`config.mk`:
```
export PLATFORM = sky130hd
export DESIGN_NAME = csv_field_tokenizer_top
export DESIGN_NICKNAME = d
export VERILOG_FILES = /design/src/hw/rtl/csvft_pkg.sv /design/src/hw/rtl/csv_field_tokenizer_top.sv
export SDC_FILE = /design/constraint.sdc
export NUM_CORES = 1
export LEC_CHECK = 0
export BUFFER_PORTS_ARGS = -buffer_cell sky130_fd_sc_hd__buf_2
export CORE_AREA = 3 3 92 94
export CTS_BUF_LIST = sky130_fd_sc_hd__clkbuf_2 sky130_fd_sc_hd__clkbuf_4 sky130_fd_sc_hd__clkbuf_8
export CTS_CLUSTER_SIZE = 24
export DETAILED_ROUTE_END_ITERATION = 8
export DIE_AREA = 0 0 95 97
export PLACE_DENSITY = 0.85
export SYNTH_ARGS = -nofsm -noshare
export SYNTH_HDL_FRONTEND = slang
export SYNTH_SLANG_ARGS = --single-unit
```
`constraint.sdc`:
```
create_clock -name clk -period 2.7 [get_ports clk]
set_clock_uncertainty 0.05 [all_clocks]
set_input_delay 0.135 -clock clk [delete_from_list [all_inputs] [get_ports clk]]
set_output_delay 0.135 -clock clk [all_outputs]
set_load 0.02 [all_outputs]
```
`src/hw/rtl/csvft_pkg.sv`:
```
package csvft_pkg;

    localparam int ByteWidth  = 8;
    localparam int KindWidth  = 2;
    localparam int IndexWidth = 8;
    localparam int ModeWidth  = 2;
    localparam int CfgIdxWidth = 8;

    localparam int QueueDepth = 3;
    localparam int CountWidth = $clog2(QueueDepth + 1);

    localparam logic [ByteWidth-1:0] QuoteChar = 8'h22;
    localparam logic [ByteWidth-1:0] CrChar    = 8'h0D;
    localparam logic [ByteWidth-1:0] LfChar    = 8'h0A;
    localparam logic [ByteWidth-1:0] AposChar  = 8'h27;

    localparam logic [ByteWidth-1:0]  DelimReset  = 8'd44;
    localparam logic [IndexWidth-1:0] IndexMax    = 8'd255;

    localparam logic [ModeWidth-1:0] MODE_OUT       = 2'd0;
    localparam logic [ModeWidth-1:0] MODE_IN        = 2'd1;
    localparam logic [ModeWidth-1:0] MODE_IN_QUOTE  = 2'd2;
    localparam logic [ModeWidth-1:0] MODE_AFTER_EOL = 2'd3;

    localparam logic [KindWidth-1:0] KIND_DATA  = 2'd0;
    localparam logic [KindWidth-1:0] KIND_FIELD = 2'd1;
    localparam logic [KindWidth-1:0] KIND_ROW   = 2'd2;

    localparam logic [CfgIdxWidth-1:0] REG_DELIMITER = 8'd0;
    localparam logic [CfgIdxWidth-1:0] REG_ESCAPE    = 8'd1;

    typedef struct packed {
        logic [KindWidth-1:0]  kind;
        logic [ByteWidth-1:0]  data;
        logic [IndexWidth-1:0] index;
        logic                  last;
    } token_t;

endpackage

```
`src/hw/rtl/csv_field_tokenizer_top.sv`:
```
// A token is registered into the queue as its byte is taken; the head is output.
// Throughput: one byte per cycle while the output drains one token per cycle;
// a data apostrophe with escaping on yields two tokens and holds off input until
// a token drains, set by the single-token output port and the three-entry queue.
// Reset (rst_n low, asynchronous): queue empty, parser outside quotes, field
// index 0, delimiter comma, apostrophe escaping off.
module csv_field_tokenizer_top (
    input  logic                              clk,
    input  logic                              rst_n,

    input  logic                              cfg_valid,
    output logic                              cfg_ready,
    input  logic [csvft_pkg::CfgIdxWidth-1:0] cfg_index,
    input  logic [csvft_pkg::ByteWidth-1:0]   cfg_data,

    input  logic                              in_valid,
    output logic                              in_ready,
    input  logic [csvft_pkg::ByteWidth-1:0]   in_byte,

    output logic                              out_valid,
    input  logic                              out_ready,
    output logic [csvft_pkg::KindWidth-1:0]   token_kind,
    output logic [csvft_pkg::ByteWidth-1:0]   data_byte,
    output logic [csvft_pkg::IndexWidth-1:0]  field_index,
    output logic                              last_of_run
);
    import csvft_pkg::*;

    // Configuration registers
    logic [ByteWidth-1:0]  delim_reg;
    logic                  escape_reg;

    // Parser state
    logic [ModeWidth-1:0]  mode_reg;
    logic [ModeWidth-1:0]  mode_next;
    logic [IndexWidth-1:0] counter_reg;
    logic [IndexWidth-1:0] counter_next;

    // Token queue: entry 0 is the head shown on the output port
    token_t                queue_reg [QueueDepth];
    token_t                queue_next [QueueDepth];
    logic [CountWidth-1:0] count_reg;
    logic [CountWidth-1:0] count_next;

    logic                  in_fire;
    logic                  out_fire;
    logic [1:0]            n_tokens;
    logic                  outside;
    token_t                tok0;
    token_t                tok1;
    logic [CountWidth-1:0] base;

    assign cfg_ready = 1'b1;

    // Take a byte only while at least two queue slots are free, without looking
    // at out_ready, so in_ready is a register decode.
    assign in_ready  = (count_reg <= CountWidth'(QueueDepth - 2));
    assign in_fire   = in_valid && in_ready;
    assign out_valid = (count_reg != '0);
    assign out_fire  = out_valid && out_ready;

    assign token_kind  = queue_reg[0].kind;
    assign data_byte   = queue_reg[0].data;
    assign field_index = queue_reg[0].index;
    assign last_of_run = queue_reg[0].last;

    always_ff @(posedge clk or negedge rst_n)
    begin
        if (!rst_n)
        begin
            delim_reg  <= DelimReset;
            escape_reg <= 1'b0;
        end
        else if (cfg_valid)
        begin
            if (cfg_index == REG_DELIMITER)
            begin
                delim_reg <= cfg_data;
            end
            else if (cfg_index == REG_ESCAPE)
            begin
                escape_reg <= cfg_data[0];
            end
        end
    end

    // Parse one byte. Every token carries the field index as it was before this
    // byte, so field ends and row ends report the field they close.
    always_comb
    begin
        mode_next    = mode_reg;
        counter_next = counter_reg;
        n_tokens     = 2'd0;
        outside      = 1'b0;
        tok0         = '{kind: KIND_DATA, data: in_byte, index: counter_reg, last: 1'b1};
        tok1         = '{kind: KIND_DATA, data: in_byte, index: counter_reg, last: 1'b1};

        case (mode_reg)
            MODE_IN:
            begin
                if (in_byte == QuoteChar)
                begin
                    mode_next = MODE_IN_QUOTE;
                end
                else
                begin
                    n_tokens = 2'd1;
                end
            end
            MODE_IN_QUOTE:
            begin
                // Doubled quote gives a literal quote; anything else closes
                if (in_byte == QuoteChar)
                begin
                    mode_next = MODE_IN;
                    n_tokens  = 2'd1;
                end
                else
                begin
                    outside = 1'b1;
                end
            end
            MODE_AFTER_EOL:
            begin
                // Swallow one LF after a row end
                if (in_byte == LfChar)
                begin
                    mode_next = MODE_OUT;
                end
                else
                begin
                    outside = 1'b1;
                end
            end
            default:
            begin
                outside = 1'b1;
            end
        endcase

        if (outside)
        begin
            if (in_byte == QuoteChar)
            begin
                mode_next = MODE_IN;
            end
            else if (in_byte == delim_reg)
            begin
                mode_next  = MODE_OUT;
                n_tokens   = 2'd1;
                tok0.kind  = KIND_FIELD;
                tok0.data  = '0;
                if (counter_reg != IndexMax)
                begin
                    counter_next = counter_reg + 1'b1;
                end
            end
            else if (in_byte == CrChar || in_byte == LfChar)
            begin
                mode_next    = MODE_AFTER_EOL;
                n_tokens     = 2'd1;
                tok0.kind    = KIND_ROW;
                tok0.data    = '0;
                counter_next = '0;
            end
            else
            begin
                mode_next = MODE_OUT;
                n_tokens  = 2'd1;
            end
        end

        // Double a data apostrophe for SQL escaping
        if (n_tokens == 2'd1 && tok0.kind == KIND_DATA && escape_reg && in_byte == AposChar)
        begin
            n_tokens  = 2'd2;
            tok0.last = 1'b0;
        end
    end

    // Queue update: drop the head on an output beat, then append new tokens
    always_comb
    begin
        base       = count_reg - CountWidth'(out_fire);
        count_next = base;
        if (in_fire)
        begin
            count_next = base + CountWidth'(n_tokens);
        end

        for (int i = 0; i < QueueDepth; i++)
        begin
            if (out_fire && i < QueueDepth - 1)
            begin
                queue_next[i] = queue_reg[i + 1];
            end
            else
            begin
                queue_next[i] = queue_reg[i];
            end

            if (in_fire && n_tokens != 2'd0 && CountWidth'(i) == base)
            begin
                queue_next[i] = tok0;
            end
            else if (in_fire && n_tokens == 2'd2 && CountWidth'(i) == base + 1'b1)
            begin
                queue_next[i] = tok1;
            end
        end
    end

    always_ff @(posedge clk or negedge rst_n)
    begin
        if (!rst_n)
        begin
            mode_reg    <= MODE_OUT;
            counter_reg <= '0;
            count_reg   <= '0;
        end
        else
        begin
            count_reg <= count_next;
            if (in_fire)
            begin
                mode_reg    <= mode_next;
                counter_reg <= counter_next;
            end
        end
    end

    // Payload holds without reset
    always_ff @(posedge clk)
    begin
        for (int i = 0; i < QueueDepth; i++)
        begin
            queue_reg[i] <= queue_next[i];
        end
    end

endmodule

```
==> impl_metrics.json <==
{
  "status": "finished clean",
  "r2r_cells": 7,
  "num_rows": 32,
  "crit_type": "reg2reg",
  "max_freq_mhz": 377,
  "cp-start-kind": "flip-flop",
  "worstReg2RegStart": "delim_reg[3]",
  "synthCells": 304,
  "final_common_cell": "edfxtp_1",
  "critPathMaxStageDelay_ps": 550,
  "clock-sinks": 78,
  "avgRoutedWirePerCell_um": 16.4,
  "vias": 2629,
  "drt_wl_total_mm": 7.71,
  "synth_nets": 336,
  "diodes": 0,
  "num_io_pins": 51,
  "min_delay_path_depth": 3,
  "powerDensity_mw_per_mm2": 829,
  "post-dp-hpwl_mm": 5.57,
  "final_cell_mix": "57 x edfxtp_1, 49 x buf_2, 21 x mux2_2",
  "h-tree-depth": 3,
  "min_to": "escape_reg",
  "cp_cell_sequence": "xor2_1 > nor4_1 > and2_1 > a311oi_4 > buf_4 > a21o_4 > mux2_2",
  "vias_per_cell": 5.58,
  "fp.dieW_um": 95,
  "fill_cells": 595,
  "grt_pass1_wl_mm": 12.3,
  "tightest_slew_ps": 621,
  "finalWorstSetupSlack_ps": 48.1,
  "antenna_found_initial": 0,
  "syn-cell-area_sq_mm": 0.00387,
  "crit_path_end_kind": "flip-flop",
  "io_buffers": 49,
  "place_ws_ps": -125,
  "clockRootBuffer": "clkbuf_8",
  "cts_tree": "done",
  "synth-seq-cells": 78,
  "finalSetupViolations": 0,
  "drc": 0,
  "path_max_fanout": 11,
  "multi_input_area_sq_mm": 0.00139,
  "synthToLayoutAreaGrowth_pct": 17.0,
  "grt_overflow_total": 0,
  "clock_path_buffers": 2,
  "clk_latency_ps": 360,
  "grt_max_degree": 22,
  "synth_cell_types": 55,
  "drive_above_1_share_pct": 34.4,
  "avgSynthCellArea_sq_um": 12.7,
  "path_clk_slew_ps": 90,
  "async_reset_ff_share_pct": 26.9,
  "first_pass_iters": 4,
  "grt_pass1_vias": 2553,
  "yosys_warnings": 0,
  "hold_path.startpoint": "cfg_index[0]",
  "p_leak_nw": 1.84,
  "die_y_um": 97,
  "ff_latch_area_sq_mm": 0.00224,
  "worst-endpoint-arrival_ps": 2710,
  "required_ps": 2760,
  "place_area_sq_mm": 0.00416,
  "fin_tns_setup_ps": 0,
  "min_period_ps": 2650,
  "synth_edf_count": 57,
  "fin_nets": 396,
  "cts_buffers": 9,
  "ant_nets": 0,
  "min_period_over_period_pct": 98.2,
  "maxCapViolCount": 0,
  "yosys_most_used_dff": "edfxtp_1",
  "largest_reg_flops": 57,
  "r2r_slack_ps": 50,
  "grt.total_usage_pct": 17.3,
  "design.die.area_sq_mm": 0.00922,
  "fin_area_sq_mm": 0.00452,
  "drt-initial-drc-count": 235,
  "start_util_pct": 50.0,
  "r2r-end": "queue_reg[0][22]",
  "synth_seq_area_share_pct": 58.0,
  "relSlewSlack_pct": 58.4,
  "ir_drop_mv": 0.283,
  "gp_congestion": 0.837,
  "min_path_type": "in2reg",
  "crit_slowest_cell": "dfstp_2",
  "fp.coreArea_sq_mm": 0.00773,
  "hold_viol_final": 0,
  "power.total_w": 0.00375,
  "drv_slew": 0
}
-- synth_stat cells, drive strengths merged, types with 9 or more instances --
master / number / area, sq um
and2: 9 / 56.3
nand2: 21 / 78.8
inv: 12 / 45.0
and3: 9 / 61.3
nor2: 10 / 37.5
a21oi: 12 / 75.1
a22o: 9 / 78.8
nand3: 11 / 55.1
mux2: 26 / 312
o21ai: 10 / 50.1
buf: 27 / 201
edfxtp: 57 / 1710
dfrtp: 18 / 450
-- per-stage QoR --
stage          util, %  instances  hold WS (ps)
2_1_floorplan        -        304          -211
3_3_place_gp      53.9        439          68.4
3_5_place_dp      53.9        439          72.9
4_1_cts           57.9        465          63.9
5_1_grt           58.5        471          78.1
6_report          58.5        471          77.0
-- final cells by class --
cell class | count | share of cell area [%]
tap | 102 | 2.82
inverter | 12 | 0.996
timing repair buffer | 78 | 11.3
clock buffer | 9 | 2.74
clock inverter | 7 | 1.99
multi-input combinational | 185 | 30.6
sequential | 78 | 49.5
-- kinds of logic (layout without fill, tap and decap cells) --
kind of cell    count (synthesis)  after routing  synth area share [%]
compound gates                 57             57                  11.7
xor+xnor                        8              8                  1.81
fa+ha+maj                       3              3                 0.971
buf+inv                        41            106                  6.60
flops                          78             78                  58.0
mux                            26             26                  8.06
other cells                     1              1                0.0970
simple gates                   90             90                  12.8
-- power by group --
group,switching [W],internal [W],leakage (nW)
registers,0.0000770,0.00165,0.818
logic,0.000641,0.000459,0.919
clock network,0.000480,0.000447,0.101
total,0.00120,0.00255,1.84
-- critical path: cells and delay by family, from the launching register on --
kind,cells,cell delay (ps)
XOR/XNOR,1,160
flip-flops,1,550
multiplexers,1,370
buffers and inverters,1,220
AO/OA/AOI/OAI,2,760
AND/OR/NAND/NOR,2,290
-- worst max path at each step --
| stage | start | to | slack (ps) | depth (start not counted) |
|---|---|---|---|---|
| after floorplan | count_reg[1] | queue_reg[0][23] | 40 | 12 |
| after global placement | in_byte[6] | count_reg[1] | 50 | 10 |
| final | delim_reg[3] | queue_reg[0][22] | 50 | 7 |
| after detailed placement | in_byte[6] | count_reg[1] | -120 | 10 |
| after CTS | delim_reg[3] | count_reg[1] | 20 | 9 |
| after global routing | delim_reg[5] | queue_reg[0][5] | -0.5 | 6 |
-- repair_timing --
action / CTS / global route
hold endpoints to repair: 27 / 0
pin swaps: 2 / 2
buffers inserted: 1 / 6
hold buffers: 9 / 0
setup endpoints to repair: 9 / 47
gates resized for setup: 0 / 2
-- per-layer routing --
| layer | global-route usage, % | vias up | wire length, um | part of all wire, % |
|---|---|---|---|---|
| li1 | - | 1236 | - | - |
| met1 | 22.9 | 1258 | 3370 | 44 |
| met2 | 26.9 | 115 | 3650 | 47 |
| met3 | 2.64 | 20 | 503 | 6.5 |
| met4 | 9.66 | 0 | 194 | 2.5 |
| met5 | 0 | - | 0 | 0 |
(Power assumes the default switching activity.)
